==> src/hdl/svfpn_pkg.sv <==
`timescale 1ns / 1ps

package svfpn_pkg;

   // Register indexes on the configuration port (byte address is 4 * index).
   localparam logic [2:0] REG_CUTOFF_BASE      = 3'd0;
   localparam logic [2:0] REG_CUTOFF_OFFSET    = 3'd1;
   localparam logic [2:0] REG_RESONANCE_BASE   = 3'd2;
   localparam logic [2:0] REG_RESONANCE_OFFSET = 3'd3;
   localparam logic [2:0] REG_RESPONSE_MODE    = 3'd4;
   localparam logic [2:0] REG_WINDOW_LENGTH    = 3'd5;
   localparam logic [2:0] REG_BOOST_NUMERATOR  = 3'd6;

   // Response selection codes.
   localparam logic [1:0] MODE_LOWPASS  = 2'd0;
   localparam logic [1:0] MODE_HIGHPASS = 2'd1;
   localparam logic [1:0] MODE_BANDPASS = 2'd2;
   localparam logic [1:0] MODE_NOTCH    = 2'd3;

   // Fixed constants of the normalizer and coefficient clamps.
   localparam int NORM_TARGET  = 16000;
   localparam int GAIN_UNITY   = 256;
   localparam int GAIN_MAX     = 1024;
   localparam int CUT_MIN      = 20;
   localparam int CUT_MAX      = 230;
   localparam int RES_MAX      = 220;
   localparam int WINDOW_RESET = 2400;
   localparam int DIV_DIVIDEND = NORM_TARGET * GAIN_UNITY;
   // At or below this peak the quotient reaches the gain cap.
   localparam int GAIN_KNEE    = DIV_DIVIDEND / GAIN_MAX;

   typedef struct packed {
      logic signed [15:0] sample_in;
      logic signed [7:0]  cutoff_mod;
      logic               start_req;
   } req_type;

   typedef struct packed {
      logic signed [15:0] sample_out;
      logic [10:0]        gain_now;
   } rsp_type;

   typedef struct packed {
      logic [7:0]        cutoff_base;
      logic signed [8:0] cutoff_offset;
      logic [7:0]        resonance_base;
      logic signed [7:0] resonance_offset;
      logic [1:0]        response_mode;
      logic [15:0]       window_length;
      logic [2:0]        boost_numerator;
   } cfg_type;

endpackage

==> src/hdl/svfpn_csr.sv <==
`timescale 1ns / 1ps

module svfpn_csr (
   input  logic               clock,
   input  logic               reset,
   input  logic               psel,
   input  logic               penable,
   input  logic               pwrite,
   input  logic [4:0]         paddr,
   input  logic [31:0]        pwdata,
   output logic [31:0]        prdata,
   output logic               pready,
   output svfpn_pkg::cfg_type cfg
);
   import svfpn_pkg::*;

   cfg_type    cfg_ff;
   cfg_type    cfg_in;
   logic [2:0] reg_index;
   logic       wr_en;

   assign reg_index = paddr[4:2];
   assign wr_en     = psel & penable & pwrite;
   assign pready    = 1'b1;
   assign cfg       = cfg_ff;

   // Register write decode; writes beyond the last register are dropped.
   always_comb begin
      cfg_in = cfg_ff;
      if (wr_en) begin
         case (reg_index)
            REG_CUTOFF_BASE:      cfg_in.cutoff_base      = pwdata[7:0];
            REG_CUTOFF_OFFSET:    cfg_in.cutoff_offset    = $signed(pwdata[8:0]);
            REG_RESONANCE_BASE:   cfg_in.resonance_base   = pwdata[7:0];
            REG_RESONANCE_OFFSET: cfg_in.resonance_offset = $signed(pwdata[7:0]);
            REG_RESPONSE_MODE:    cfg_in.response_mode    = pwdata[1:0];
            REG_WINDOW_LENGTH:    cfg_in.window_length    = pwdata[15:0];
            REG_BOOST_NUMERATOR:  cfg_in.boost_numerator  = pwdata[2:0];
            default:              cfg_in = cfg_ff;
         endcase
      end
   end

   always_ff @(posedge clock) begin
      if (reset) begin
         cfg_ff.cutoff_base      <= 8'd200;
         cfg_ff.cutoff_offset    <= 9'sd0;
         cfg_ff.resonance_base   <= 8'd100;
         cfg_ff.resonance_offset <= 8'sd0;
         cfg_ff.response_mode    <= MODE_LOWPASS;
         cfg_ff.window_length    <= 16'(WINDOW_RESET);
         cfg_ff.boost_numerator  <= 3'd2;
      end else begin
         cfg_ff <= cfg_in;
      end
   end

   // Read-back mux.
   always_comb begin
      case (reg_index)
         REG_CUTOFF_BASE:      prdata = {24'd0, cfg_ff.cutoff_base};
         REG_CUTOFF_OFFSET:    prdata = {23'd0, cfg_ff.cutoff_offset};
         REG_RESONANCE_BASE:   prdata = {24'd0, cfg_ff.resonance_base};
         REG_RESONANCE_OFFSET: prdata = {24'd0, cfg_ff.resonance_offset};
         REG_RESPONSE_MODE:    prdata = {30'd0, cfg_ff.response_mode};
         REG_WINDOW_LENGTH:    prdata = {16'd0, cfg_ff.window_length};
         REG_BOOST_NUMERATOR:  prdata = {29'd0, cfg_ff.boost_numerator};
         default:              prdata = 32'd0;
      endcase
   end

endmodule

==> src/hdl/svfpn_mul.sv <==
`timescale 1ns / 1ps

module svfpn_mul (
   input  logic signed [31:0] mul_a,
   input  logic signed [11:0] mul_b,
   output logic signed [43:0] mul_p
);

   // Shared signed multiplier; the sequencer registers the product.
   assign mul_p = mul_a * mul_b;

endmodule

==> src/hdl/svfpn_div.sv <==
`timescale 1ns / 1ps

module svfpn_div (
   input  logic        clock,
   input  logic        reset,
   input  logic        div_start,
   input  logic [15:0] divisor,
   output logic        div_done,
   output logic [9:0]  quotient
);
   import svfpn_pkg::*;

   logic        busy_ff,  busy_in;
   logic        done_ff,  done_in;
   logic [3:0]  cnt_ff,   cnt_in;
   logic [21:0] rem_ff,   rem_in;
   logic [24:0] dsh_ff,   dsh_in;
   logic [9:0]  quo_ff,   quo_in;
   logic [25:0] diff;

   assign diff     = {4'd0, rem_ff} - {1'b0, dsh_ff};
   assign div_done = done_ff;
   assign quotient = quo_ff;

   // Restoring division of the fixed dividend, one quotient bit per cycle.
   // The caller only starts it when the quotient is known to fit in ten bits.
   always_comb begin
      busy_in = busy_ff;
      done_in = 1'b0;
      cnt_in  = cnt_ff;
      rem_in  = rem_ff;
      dsh_in  = dsh_ff;
      quo_in  = quo_ff;
      if (div_start) begin
         busy_in = 1'b1;
         cnt_in  = 4'd9;
         rem_in  = 22'(DIV_DIVIDEND);
         dsh_in  = {divisor, 9'd0};
         quo_in  = 10'd0;
      end else if (busy_ff) begin
         if (!diff[25]) begin
            rem_in = diff[21:0];
            quo_in = {quo_ff[8:0], 1'b1};
         end else begin
            quo_in = {quo_ff[8:0], 1'b0};
         end
         dsh_in = {1'b0, dsh_ff[24:1]};
         if (cnt_ff == 4'd0) begin
            busy_in = 1'b0;
            done_in = 1'b1;
         end else begin
            cnt_in = cnt_ff - 4'd1;
         end
      end
   end

   always_ff @(posedge clock) begin
      if (reset) begin
         busy_ff <= 1'b0;
         done_ff <= 1'b0;
      end else begin
         busy_ff <= busy_in;
         done_ff <= done_in;
      end
      cnt_ff <= cnt_in;
      rem_ff <= rem_in;
      dsh_ff <= dsh_in;
      quo_ff <= quo_in;
   end

endmodule

==> src/hdl/svf_filter_peak_normalizer.sv <==
`timescale 1ns / 1ps

// Peak-normalized Chamberlin state-variable filter. Each transaction on the
// req_ channel carries one sample, a cutoff modulation and a start flag, and
// produces exactly one transaction on the rsp_ channel with the filtered,
// normalized and boosted sample plus the current 3.8 gain. One shared
// 32x12 multiplier is stepped by a small sequencer through the filter
// recursion and the output scaling; when a new peak above 4000 is seen
// inside the window, an iterative divider computes the new gain.
// req_stall stays high while a transaction is in flight. A finished result
// waits in the output register, and a new transaction may be accepted
// meanwhile.

module svf_filter_peak_normalizer (
   input  logic                clock,
   input  logic                reset,
   input  logic                req_valid,
   output logic                req_stall,
   input  svfpn_pkg::req_type  req_data,
   output logic                rsp_valid,
   input  logic                rsp_stall,
   output svfpn_pkg::rsp_type  rsp_data,
   input  logic                psel,
   input  logic                penable,
   input  logic                pwrite,
   input  logic [4:0]          paddr,
   input  logic [31:0]         pwdata,
   output logic [31:0]         prdata,
   output logic                pready
);
   import svfpn_pkg::*;

   localparam logic [3:0] ST_IDLE = 4'd0;
   localparam logic [3:0] ST_M1   = 4'd1;
   localparam logic [3:0] ST_HP   = 4'd2;
   localparam logic [3:0] ST_M2   = 4'd3;
   localparam logic [3:0] ST_BP   = 4'd4;
   localparam logic [3:0] ST_M3   = 4'd5;
   localparam logic [3:0] ST_LP   = 4'd6;
   localparam logic [3:0] ST_Y    = 4'd7;
   localparam logic [3:0] ST_PK   = 4'd8;
   localparam logic [3:0] ST_DIV  = 4'd9;
   localparam logic [3:0] ST_M4   = 4'd10;
   localparam logic [3:0] ST_M5   = 4'd11;
   localparam logic [3:0] ST_OUT  = 4'd12;

   function automatic logic signed [15:0] sat16(input logic signed [43:0] v);
      if (v > 44'sd32767) begin
         sat16 = 16'sh7FFF;
      end else if (v < -44'sd32768) begin
         sat16 = 16'sh8000;
      end else begin
         sat16 = v[15:0];
      end
   endfunction

   cfg_type cfg;

   logic [3:0]         state_ff,  state_in;
   logic signed [15:0] x_ff,      x_in;
   logic [7:0]         f_ff,      f_in;
   logic [7:0]         q_ff,      q_in;
   logic signed [31:0] lp_ff,     lp_in;
   logic signed [31:0] bp_ff,     bp_in;
   logic signed [31:0] hp_ff,     hp_in;
   logic signed [43:0] prod_ff,   prod_in;
   logic signed [15:0] y_ff,      y_in;
   logic [15:0]        peak_ff,   peak_in;
   logic [10:0]        gain_ff,   gain_in;
   logic [15:0]        win_ff,    win_in;
   logic               rsp_valid_ff, rsp_valid_in;
   rsp_type            rsp_data_ff,  rsp_data_in;

   logic signed [31:0] mul_a;
   logic signed [11:0] mul_b;
   logic signed [43:0] mul_p;
   logic               div_start;
   logic               div_done;
   logic [9:0]         div_quo;

   logic signed [10:0] f_sum;
   logic signed [9:0]  q_sum;
   logic signed [32:0] y_sel;
   logic signed [16:0] y_ext;
   logic [16:0]        mag;
   logic [2:0]         numer;
   logic signed [43:0] half;
   logic               req_accept;
   logic               out_free;

   svfpn_csr u_csr (
      .clock   (clock),
      .reset   (reset),
      .psel    (psel),
      .penable (penable),
      .pwrite  (pwrite),
      .paddr   (paddr),
      .pwdata  (pwdata),
      .prdata  (prdata),
      .pready  (pready),
      .cfg     (cfg)
   );

   svfpn_mul u_mul (
      .mul_a (mul_a),
      .mul_b (mul_b),
      .mul_p (mul_p)
   );

   svfpn_div u_div (
      .clock     (clock),
      .reset     (reset),
      .div_start (div_start),
      .divisor   (mag[15:0]),
      .div_done  (div_done),
      .quotient  (div_quo)
   );

   assign req_stall  = (state_ff != ST_IDLE);
   assign req_accept = req_valid & ~req_stall;
   assign rsp_valid  = rsp_valid_ff;
   assign rsp_data   = rsp_data_ff;
   assign out_free   = ~rsp_valid_ff | ~rsp_stall;

   // Coefficients for the accepted transaction.
   assign f_sum = $signed({3'd0, cfg.cutoff_base}) + 11'(cfg.cutoff_offset)
                + 11'(req_data.cutoff_mod);
   assign q_sum = $signed({2'd0, cfg.resonance_base}) + 10'(cfg.resonance_offset);

   // Response selection; the notch sum keeps its carry bit.
   always_comb begin
      case (cfg.response_mode)
         MODE_HIGHPASS: y_sel = 33'(hp_ff);
         MODE_BANDPASS: y_sel = 33'(bp_ff);
         MODE_NOTCH:    y_sel = 33'(hp_ff) + 33'(lp_ff);
         default:       y_sel = 33'(lp_ff);
      endcase
   end

   assign y_ext = 17'(y_ff);
   assign mag   = y_ff[15] ? 17'(-y_ext) : 17'(y_ext);

   // Boost numerator limited to the range two through six.
   always_comb begin
      if (cfg.boost_numerator < 3'd2) begin
         numer = 3'd2;
      end else if (cfg.boost_numerator > 3'd6) begin
         numer = 3'd6;
      end else begin
         numer = cfg.boost_numerator;
      end
   end

   // Halving rounds toward zero.
   assign half = $signed(prod_ff + {43'd0, prod_ff[43]}) >>> 1;

   // Operand selection for the shared multiplier.
   always_comb begin
      case (state_ff)
         ST_M1: begin
            mul_a = bp_ff;
            mul_b = {4'd0, q_ff};
         end
         ST_M2: begin
            mul_a = hp_ff;
            mul_b = {4'd0, f_ff};
         end
         ST_M3: begin
            mul_a = bp_ff;
            mul_b = {4'd0, f_ff};
         end
         ST_M4: begin
            mul_a = 32'(y_ff);
            mul_b = {1'b0, gain_ff};
         end
         ST_M5: begin
            mul_a = prod_ff[39:8];
            mul_b = {9'd0, numer};
         end
         default: begin
            mul_a = bp_ff;
            mul_b = 12'sd0;
         end
      endcase
   end

   // Sequencer.
   always_comb begin
      state_in     = state_ff;
      x_in         = x_ff;
      f_in         = f_ff;
      q_in         = q_ff;
      lp_in        = lp_ff;
      bp_in        = bp_ff;
      hp_in        = hp_ff;
      prod_in      = prod_ff;
      y_in         = y_ff;
      peak_in      = peak_ff;
      gain_in      = gain_ff;
      win_in       = win_ff;
      rsp_valid_in = rsp_valid_ff & rsp_stall;
      rsp_data_in  = rsp_data_ff;
      div_start    = 1'b0;
      case (state_ff)
         ST_IDLE: begin
            if (req_accept) begin
               x_in = req_data.sample_in;
               if (f_sum < 11'sd20) begin
                  f_in = 8'(CUT_MIN);
               end else if (f_sum > 11'sd230) begin
                  f_in = 8'(CUT_MAX);
               end else begin
                  f_in = f_sum[7:0];
               end
               if (q_sum < 10'sd0) begin
                  q_in = 8'd0;
               end else if (q_sum > 10'sd220) begin
                  q_in = 8'(RES_MAX);
               end else begin
                  q_in = q_sum[7:0];
               end
               // Start clears the filter and restarts the peak window.
               if (req_data.start_req) begin
                  lp_in   = 32'sd0;
                  bp_in   = 32'sd0;
                  peak_in = 16'd1;
                  gain_in = 11'(GAIN_UNITY);
                  win_in  = cfg.window_length;
               end
               state_in = ST_M1;
            end
         end
         ST_M1: begin
            prod_in  = mul_p;
            state_in = ST_HP;
         end
         ST_HP: begin
            hp_in    = 32'(x_ff) - lp_ff - prod_ff[39:8];
            state_in = ST_M2;
         end
         ST_M2: begin
            prod_in  = mul_p;
            state_in = ST_BP;
         end
         ST_BP: begin
            bp_in    = bp_ff + prod_ff[39:8];
            state_in = ST_M3;
         end
         ST_M3: begin
            prod_in  = mul_p;
            state_in = ST_LP;
         end
         ST_LP: begin
            lp_in    = lp_ff + prod_ff[39:8];
            state_in = ST_Y;
         end
         ST_Y: begin
            y_in     = sat16(44'(y_sel));
            state_in = ST_PK;
         end
         ST_PK: begin
            state_in = ST_M4;
            if (win_ff != 16'd0) begin
               win_in = win_ff - 16'd1;
               if (mag > {1'b0, peak_ff}) begin
                  peak_in = mag[15:0];
                  if (mag <= 17'(GAIN_KNEE)) begin
                     gain_in = 11'(GAIN_MAX);
                  end else begin
                     div_start = 1'b1;
                     state_in  = ST_DIV;
                  end
               end
            end
         end
         ST_DIV: begin
            if (div_done) begin
               gain_in  = {1'b0, div_quo};
               state_in = ST_M4;
            end
         end
         ST_M4: begin
            prod_in  = mul_p;
            state_in = ST_M5;
         end
         ST_M5: begin
            prod_in  = mul_p;
            state_in = ST_OUT;
         end
         ST_OUT: begin
            if (out_free) begin
               rsp_valid_in           = 1'b1;
               rsp_data_in.sample_out = sat16(half);
               rsp_data_in.gain_now   = gain_ff;
               state_in               = ST_IDLE;
            end
         end
         default: begin
            state_in = ST_IDLE;
         end
      endcase
   end

   always_ff @(posedge clock) begin
      if (reset) begin
         state_ff     <= ST_IDLE;
         lp_ff        <= 32'sd0;
         bp_ff        <= 32'sd0;
         peak_ff      <= 16'd1;
         gain_ff      <= 11'(GAIN_UNITY);
         win_ff       <= 16'd0;
         rsp_valid_ff <= 1'b0;
      end else begin
         state_ff     <= state_in;
         lp_ff        <= lp_in;
         bp_ff        <= bp_in;
         peak_ff      <= peak_in;
         gain_ff      <= gain_in;
         win_ff       <= win_in;
         rsp_valid_ff <= rsp_valid_in;
      end
      x_ff        <= x_in;
      f_ff        <= f_in;
      q_ff        <= q_in;
      hp_ff       <= hp_in;
      prod_ff     <= prod_in;
      y_ff        <= y_in;
      rsp_data_ff <= rsp_data_in;
   end

   // An accepted transaction always starts the recursion on the next cycle.
   a_accept_starts: assert property (@(posedge clock) disable iff (reset)
      req_accept |=> state_ff == ST_M1)
      else $error("accepted transaction did not start the sequencer");

   // A finished result waits while the previous one is still stalled.
   a_out_holds: assert property (@(posedge clock) disable iff (reset)
      (state_ff == ST_OUT && rsp_valid_ff && rsp_stall) |=> state_ff == ST_OUT)
      else $error("result overwrote a stalled response");

   // The tracked peak never drops to zero.
   a_peak_nonzero: assert property (@(posedge clock) disable iff (reset)
      peak_ff != 16'd0)
      else $error("peak level reached zero");

   // A divider result is always below the gain cap.
   a_div_gain: assert property (@(posedge clock) disable iff (reset)
      (state_ff == ST_DIV && div_done) |=> gain_ff < 11'(GAIN_MAX))
      else $error("divider gain out of range");

endmodule

==> config.mk <==
export PLATFORM = sky130hd
export DESIGN_NAME = svf_filter_peak_normalizer
export DESIGN_NICKNAME = d
export VERILOG_FILES = /design/src/hdl/svfpn_pkg.sv /design/src/hdl/svfpn_csr.sv /design/src/hdl/svfpn_mul.sv /design/src/hdl/svfpn_div.sv /design/src/hdl/svf_filter_peak_normalizer.sv
export SDC_FILE = /design/constraint.sdc
export NUM_CORES = 2
export LEC_CHECK = 0
export BUFFER_PORTS_ARGS = -buffer_cell sky130_fd_sc_hd__buf_4
export CORE_MARGIN = 8
export CORE_UTILIZATION = 60
export DETAILED_ROUTE_END_ITERATION = 10
export PLACE_DENSITY = 0.85
export SLEW_MARGIN = 40
export SYNTH_ARGS = -nofsm -noshare
export SYNTH_HDL_FRONTEND = slang
export SYNTH_HIERARCHICAL = 1
export SYNTH_SLANG_ARGS = --single-unit
==> constraint.sdc <==
create_clock -name clock -period 10.15 [get_ports clock]
set_input_delay 1.015 -clock clock [delete_from_list [all_inputs] [get_ports clock]]
set_output_delay 1.015 -clock clock [all_outputs]
set_load 0.05 [all_outputs]
Word level (Yosys, flattened, before mapping)
Cells that the tools add are included.

storage, ports and cells
  input port bits = 69
  register bits after elaboration = 380
  logic and storage cells = 179
  output and inout bits = 62

operators by class
  muxes and demuxes = 51
  reductions and logical operators = 32
  bitwise gates (word level) = 11
  equal/unequal tests = 28
  add/sub/neg operators = 13
  $mul = 1
  $lt $le $gt $ge = 12

operator list
  kind                  number
  $mux 16               9
  $pmux 32 s2           2
  $pmux 16 s7           1
  $pmux 33 s3           1
  $pmux 32 s3           1
  $mux 11               6
  $add 32x32->32        2
  $mux 32               2
  $pmux 16 s2           2
  $sub 32x32->32        2
  $pmux 4 s13           1
  $mux 25               2
  $add 44x1->44         1
  $mul 32x12->44        1
  $pmux 11 s4           1
  $gt 43x16->1 const B  1
  $lt 43x16->1 const B  1
  $add 32x32->33        1
  $gt 33x16->1 const B  1
  $lt 33x16->1 const B  1
  $pmux 11 s3           1
  $sub 22x25->26        1
  $reduce_and 2->1      11
  $eq 4x4->1 const B    5
  other kinds (46)      91

Depth between registers and ports, before layout
  depth in word-level cells = 8
  depth in mapped cells = 30
  depth with buffers taken out = 25

Cells and area by module
The synthesis kept the hierarchy.

modules (own cells, without submodules)
  module                      cells an instance  sequential area each (um2)  times used  area each (um2)
  svf_filter_peak_normalizer  2378               6776.5                      1           21086.5
  svfpn_mul                   1528               0.0                         1           12959.9
  svfpn_div                   398                1421.4                      1           3656.0
  svfpn_csr                   323                1081.0                      1           2811.4

Least setup slack after synthesis
No wires, ideal clock.

  kind = register to register
  start point = register state_ff[0]
  end point = register prod_ff[41], data pin
  data required time = 9.970 ns
  stages on the path, launching flop included = 28
  arrival time = 7.135 ns
  path slack = 2.835 ns
  setup time = 0.180 ns
  clock period less this slack = 7.315 ns
  path through = dfxtp_1 -> clkbuf_1 -> nor2_1 -> or3b_2 -> clkbuf_1 -> clkbuf_1 -> a22oi_1 -> nand2_1 -> clkbuf_1 -> and2_1 -> fa_1 -> fa_1 -> fa_1 -> fa_1 -> inv_1 -> fa_1 -> inv_1 -> ha_1 -> buf_6 -> nand4_2 -> or4_1 -> a211o_1 -> a31oi_4 -> a31o_4 -> a31o_4 -> o2111ai_2 -> a311o_1 -> o311ai_1

on the way
  elaborated cells on any way between the ends = 9
  those cells by class = mul: 1; eq/ne: 5; mux: 2; reduce/logical: 1

RTL lines
  element                                          RTL line                           source
  start, declared                                  svf_filter_peak_normalizer.sv:59   logic [3:0] state_ff, state_in;
  start signal, assigned                           svf_filter_peak_normalizer.sv:314  state_ff <= state_in;
  $eq 4x4->1 / $eq 4x2->1 (equally long branches)  svf_filter_peak_normalizer.sv:159  case (state_ff)
  $pmux 32 s3 *                                    svf_filter_peak_normalizer.sv:159
  named net mul_a[10]                              svf_filter_peak_normalizer.sv:74   logic signed [31:0] mul_a;
  $mul 32x12->44 *                                 svfpn_mul.sv:10                    assign mul_p = mul_a * mul_b;
  named net mul_p[41]                              svf_filter_peak_normalizer.sv:76   logic signed [43:0] mul_p;
  end signal, assigned                             svf_filter_peak_normalizer.sv:326  prod_ff <= prod_in;
  end, declared                                    svf_filter_peak_normalizer.sv:66   logic signed [43:0] prod_ff, prod_in;

The timed path passes the listed nets; every way through them passes the cells marked *.
A chain may end at the register's enable or synchronous reset.

Final worst setup path
  start point = register state_ff[0]
  end point = register prod_ff[40], data pin

on the way
  longest elaborated chain between the ends = 4
  elaborated cells on any way between the ends = 9
  those cells by class = mul: 1; eq/ne: 5; mux: 2; reduce/logical: 1

ends and longest elaborated chain
  element                                          RTL line                           source
  $eq 4x3->1 / $eq 4x2->1 (equally long branches)  svf_filter_peak_normalizer.sv:159
  $reduce_or 2->1 (no line)                        -
  $pmux 11 s4 *                                    svf_filter_peak_normalizer.sv:159
  named net mul_b[5]                               svf_filter_peak_normalizer.sv:75   logic signed [11:0] mul_b;
  $mul 32x12->44 *                                 svfpn_mul.sv:10
  named net mul_p[40]                              svf_filter_peak_normalizer.sv:76

Marked as above.

==> impl_results.md <==
- Path type of the worst setup path: reg -> reg
- Launch point of the worst path: state_ff[0]$_SDFFE_PP0P_
- GP Congestion: 0.945
- Synthesis-stage register bit count: 380
- Effective utilization at floorplan: 60.4%
- First-iteration detailed-routing DRC count: 3,332
- RSZ-0062 raised after global routing: false
- Clock Root Buffer: clkbuf_16
- Dpl cell area: 0.0419 sq mm
- CP Buf/Inv Count: 5
- Slowest Stage Delay on Critical Path: 0.82 ns
- Power per Cell Area: 220 mW/mm^2
- Clock transition at the register clock pins on the worst setup and hold paths after CTS: 0.07 ns
- Register-to-Register Path Depth: 23
- Sum of routed wire length over all layers: 109 mm
- Cell taking the most area after synthesis: fa_1
- Clock Skews: 0.0297 ns
- CTS tree: done
- Die Y-Extent: 276 um
- Clock Tree Buf Depth: 3
- Clock insertion delay at the later pin of the skew report: 0.60 ns
- PostCTS Resize Cnt: 0
- Hold crit path type: reg -> reg
- Wire per inst: 19.6 um
- Antenna-violating nets left: 0
- NetSw: 4470 uW
- Setup repair bufs after CTS: 0
- Share of synthesized area occupied by flip-flops and latches: 22.9%
- Number of global-route vias before repair: 33,800
- Worst flop-to-flop path endpoint: prod_ff[40]$_DFFE_PP_
- Total number of clock tree sinks: 380
- Static Leakage: 0.0188 uW
- Worst Path Max Fanout: 22
- Post-synth EDFFs: 167
- Switching part of the total power: 46.7%
- Global Route Usage Sum: 28.3%
- Multi-input gate area in the final layout: 0.0281 sq mm
- Final setup margin: 1.37 ns
- Cts bufs inserted: 45
- Count of warnings emitted by yosys: 6
- Worst EP arrival: 9.10 ns
- Cell family contributing the most delay on the critical path: adder cells
- Sum of internal, switching and leakage power: 9580 uW
- Internal Pwr Total: 5110 uW
- Worst reg2reg setup slack: 1.37 ns
- Remaining DRCs: 0
- Worst Max-Slew Pin Slew: 0.912 ns
- Crit path capture type: register
- Dominant synthesized flop cell: dfxtp_1
- GRT overflow: 0
- Combinational fraction of design power: 55.2%
- Register area: 0.00928 sq mm
- Number of max-cap violations: 0
- Wire length of the first global-routing pass: 175 mm
- Average cell area after synthesis: 8.76 sq um
- Count of mapped cells out of synthesis: 4,627
- Cell with the biggest individual delay on the critical path: dfxtp_1
- Max Slew Vio Count: 0
- Fraction of final layout cells with drive strength greater than 1: 7.06%
- Final core utilization: 64.9%
- Sum of negative setup slack: 0 ns
- Slew HR: 39.0%
- Maximum number of pins on one net before global-route repair: 75
- Layout Nets: 5,381
- Critical R2R Launch: state_ff[0]$_SDFFE_PP0P_
- Async S/R FF share, synth: 0%
- Peak supply drop: 164 uV
- Number of antenna violations at the first check in global routing: 1
- Average via count per standard cell: 6.14
- DRT Pass-1 Iters: 5
- Run status: finished clean
- Area growth from synthesis to layout: 7.45%
- Number of H-tree levels: 2
- Reg power frac: 26.5%
- Crit. path cell count: 23
- Share of the cycle needed by the critical path after routing: 86.5%
- Clock network power share: 18.3%
- Cell with the most instances on the worst path: fa_1
- DPL Wire Length: 83.8 mm
- Setup violations, final: 0
- Distinct cell type count after synthesis: 106
- Die extent in x: 276 um
- Pre-CTS worst setup slack: 1.63 ns
- Critical-path cell list: nand2b_1, nor3_1, a222oi_1, inv_1, buf_4, nand2_1, fa_1, fa_1, inv_1, fa_1, fa_1, inv_1, fa_1, inv_1, ha_1, nand3_1, nor2_2, nand4_1, nor4_1, a22oi_1, o31ai_1, o41a_1, xnor2_1
- Fmax: 0.114 GHz
- Top cells by area in the synthesized netlist: fa_1, edfxtp_1, dfxtp_1, ha_1, inv_1
- Number of buffers inserted for hold repair after clock tree synthesis: 0
- Boundary Pins: 131
- Worst EP required: 10.47 ns
- Worst setup SP type: register
- FILL cells: 5,358
- Fin. Hold Viols: 0
- Capture point of the worst path: prod_ff[40]$_DFFE_PP_
- Mapped cell area: 0.0405 sq mm
- Share of the synthesized area in the top cell type: 18.9%
- Number of rows in the core area: 95
- Buffers on Ports: 95
- Depth of the worst hold-timing path: 0
- Core Box Area: 0.0670 sq mm
- Via count: 34,000
- Post-route standard cell area excluding fillers: 0.0435 sq mm
- Time the worst path needs with I/O delays and setup: 8.78 ns
- Die area: 0.0761 sq mm
Yosys cell counts (23+ instances only):
cell type,instances
fa_1,383
inv_1,608
a31oi_1,39
clkbuf_1,171
o31ai_1,33
and3_1,26
a21oi_1,296
nor2_1,278
buf_4,24
o21a_1,25
ha_1,309
xnor2_1,139
a22oi_1,73
xor2_1,77
a21o_1,105
or3_1,24
edfxtp_1,167
mux4_2,23
nor3_1,65
a211oi_1,30
nand4_1,35
dfxtp_1,213
nand2_1,505
nand3_1,137
and2_1,122
o21bai_1,30
nand2b_1,60
mux2i_1,75
o21ai_0,219
nor2b_1,40
stage by stage:
| step | hold WS [ns] | cells |
|---|---|---|
| 5_1_grt | 0.459 | 5531 |
| 3_3_place_gp | 0.416 | 5443 |
| 2_1_floorplan | 0.408 | 4646 |
| 3_5_place_dp | 0.419 | 5445 |
| 6_report | 0.438 | 5533 |
| 4_1_cts | 0.434 | 5529 |
how the worst min path moves through the flow:
stage	slack [ns]	start	end
6_report	0.44	gain_ff[10]$_SDFFE_PP0P_	rsp_data[10]$_DFFE_PP_
5_1_grt	0.46	gain_ff[10]$_SDFFE_PP0P_	rsp_data[10]$_DFFE_PP_
4_1_cts	0.43	gain_ff[10]$_SDFFE_PP0P_	rsp_data[10]$_DFFE_PP_
3_5_place_dp	0.42	gain_ff[10]$_SDFFE_PP0P_	rsp_data[10]$_DFFE_PP_
3_3_place_gp	0.42	gain_ff[10]$_SDFFE_PP0P_	rsp_data[10]$_DFFE_PP_
2_1_floorplan	0.41	gain_ff[10]$_SDFFE_PP0P_	rsp_data[10]$_DFFE_PP_
placed cells by master, fill, tap and decap left out, types with 38 or more instances in the layout:
| master | count |
|---|---|
| nand2b_1 | 60 |
| xor2_1 | 77 |
| mux2i_1 | 75 |
| dfxtp_1 | 211 |
| nor2b_1 | 40 |
| a31oi_1 | 38 |
| nor3_1 | 61 |
| edfxtp_1 | 167 |
| o21ai_0 | 219 |
| nand3_1 | 135 |
| clkbuf_16 | 46 |
| a21oi_1 | 294 |
| nand2_1 | 503 |
| and2_1 | 121 |
| a22oi_1 | 73 |
| fa_1 | 383 |
| xnor2_1 | 139 |
| nor2_1 | 275 |
| buf_4 | 156 |
| ha_1 | 309 |
| inv_1 | 608 |
| a21o_1 | 105 |
worst register-to-register path, cell delays in order (launching register included):
cell and delay (ns):
dfxtp_1 0.82, nand2b_1 0.25, nor3_1 0.67, a222oi_1 0.30
inv_1 0.65, buf_4 0.37, nand2_1 0.11, fa_1 0.51
fa_1 0.51, inv_1 0.05, fa_1 0.49, fa_1 0.55
inv_1 0.05, fa_1 0.57, inv_1 0.05, ha_1 0.40
nand3_1 0.17, nor2_2 0.19, nand4_1 0.22, nor4_1 0.58
a22oi_1 0.26, o31ai_1 0.44, o41a_1 0.20, xnor2_1 0.07
power groups by stage:
stage / sequential, uW / combinational, uW / clock [uW]
final: 2540 / 5290 / 1750
after global placement: 2540 / 4980 / 0
after CTS: 2520 / 5230 / 1770
after global routing: 2560 / 5840 / 1820
after detailed placement: 2550 / 5170 / 0
after floorplan: 2340 / 4010 / 0
routing by layer:
layer,GRT usage [%],share of wire (%),vias to the layer above
met4,12.5,4.7,0
li1,-,-,15600
met5,0,0,-
met1,35.7,39,16500
met3,3.81,7.5,313
met2,48.5,49,1509
registers in the layout (all words and copies together) (netlist names):
name	flops
x_ff	16
win_ff	16
peak_ff	16
rsp_data	27
u_div/rem_ff	22
rsp_valid	1
hp_ff	32
y_ff	16
u_div/dsh_ff	25
u_div/cnt_ff	4
bp_ff	32
q_ff	8
u_csr/cfg	54
u_div/div_done	1
u_div/busy_ff	1
state_ff	4
u_div/quotient	10
prod_ff	44
lp_ff	32
gain_ff	11
f_ff	8
cell type report:
class	instances	share of cell area (%)
Timing Repair Buffer	158	2.74
Antenna cell	3	0.0172
Clock inverter	29	0.885
Inverter	610	5.26
Multi-Input combinational cell	3425	64.5
Sequential cell	380	21.3
Clock buffer	55	2.77
Tap cell	873	2.51
logic make-up after synthesis:
| group | after synthesis | synth area share (%) |
|---|---|---|
| AOI/OAI and AO/OA | 1016 | 16.3 |
| xor gates and xnor gates | 216 | 4.67 |
| adders and majority gates | 692 | 28.5 |
| buffers and inverters | 841 | 8.26 |
| DFF | 380 | 22.9 |
| muxes | 100 | 3.19 |
| other | 3 | 0.0278 |
| and+or+nand+nor | 1379 | 16.2 |
Power figures use the tool's default switching activity.
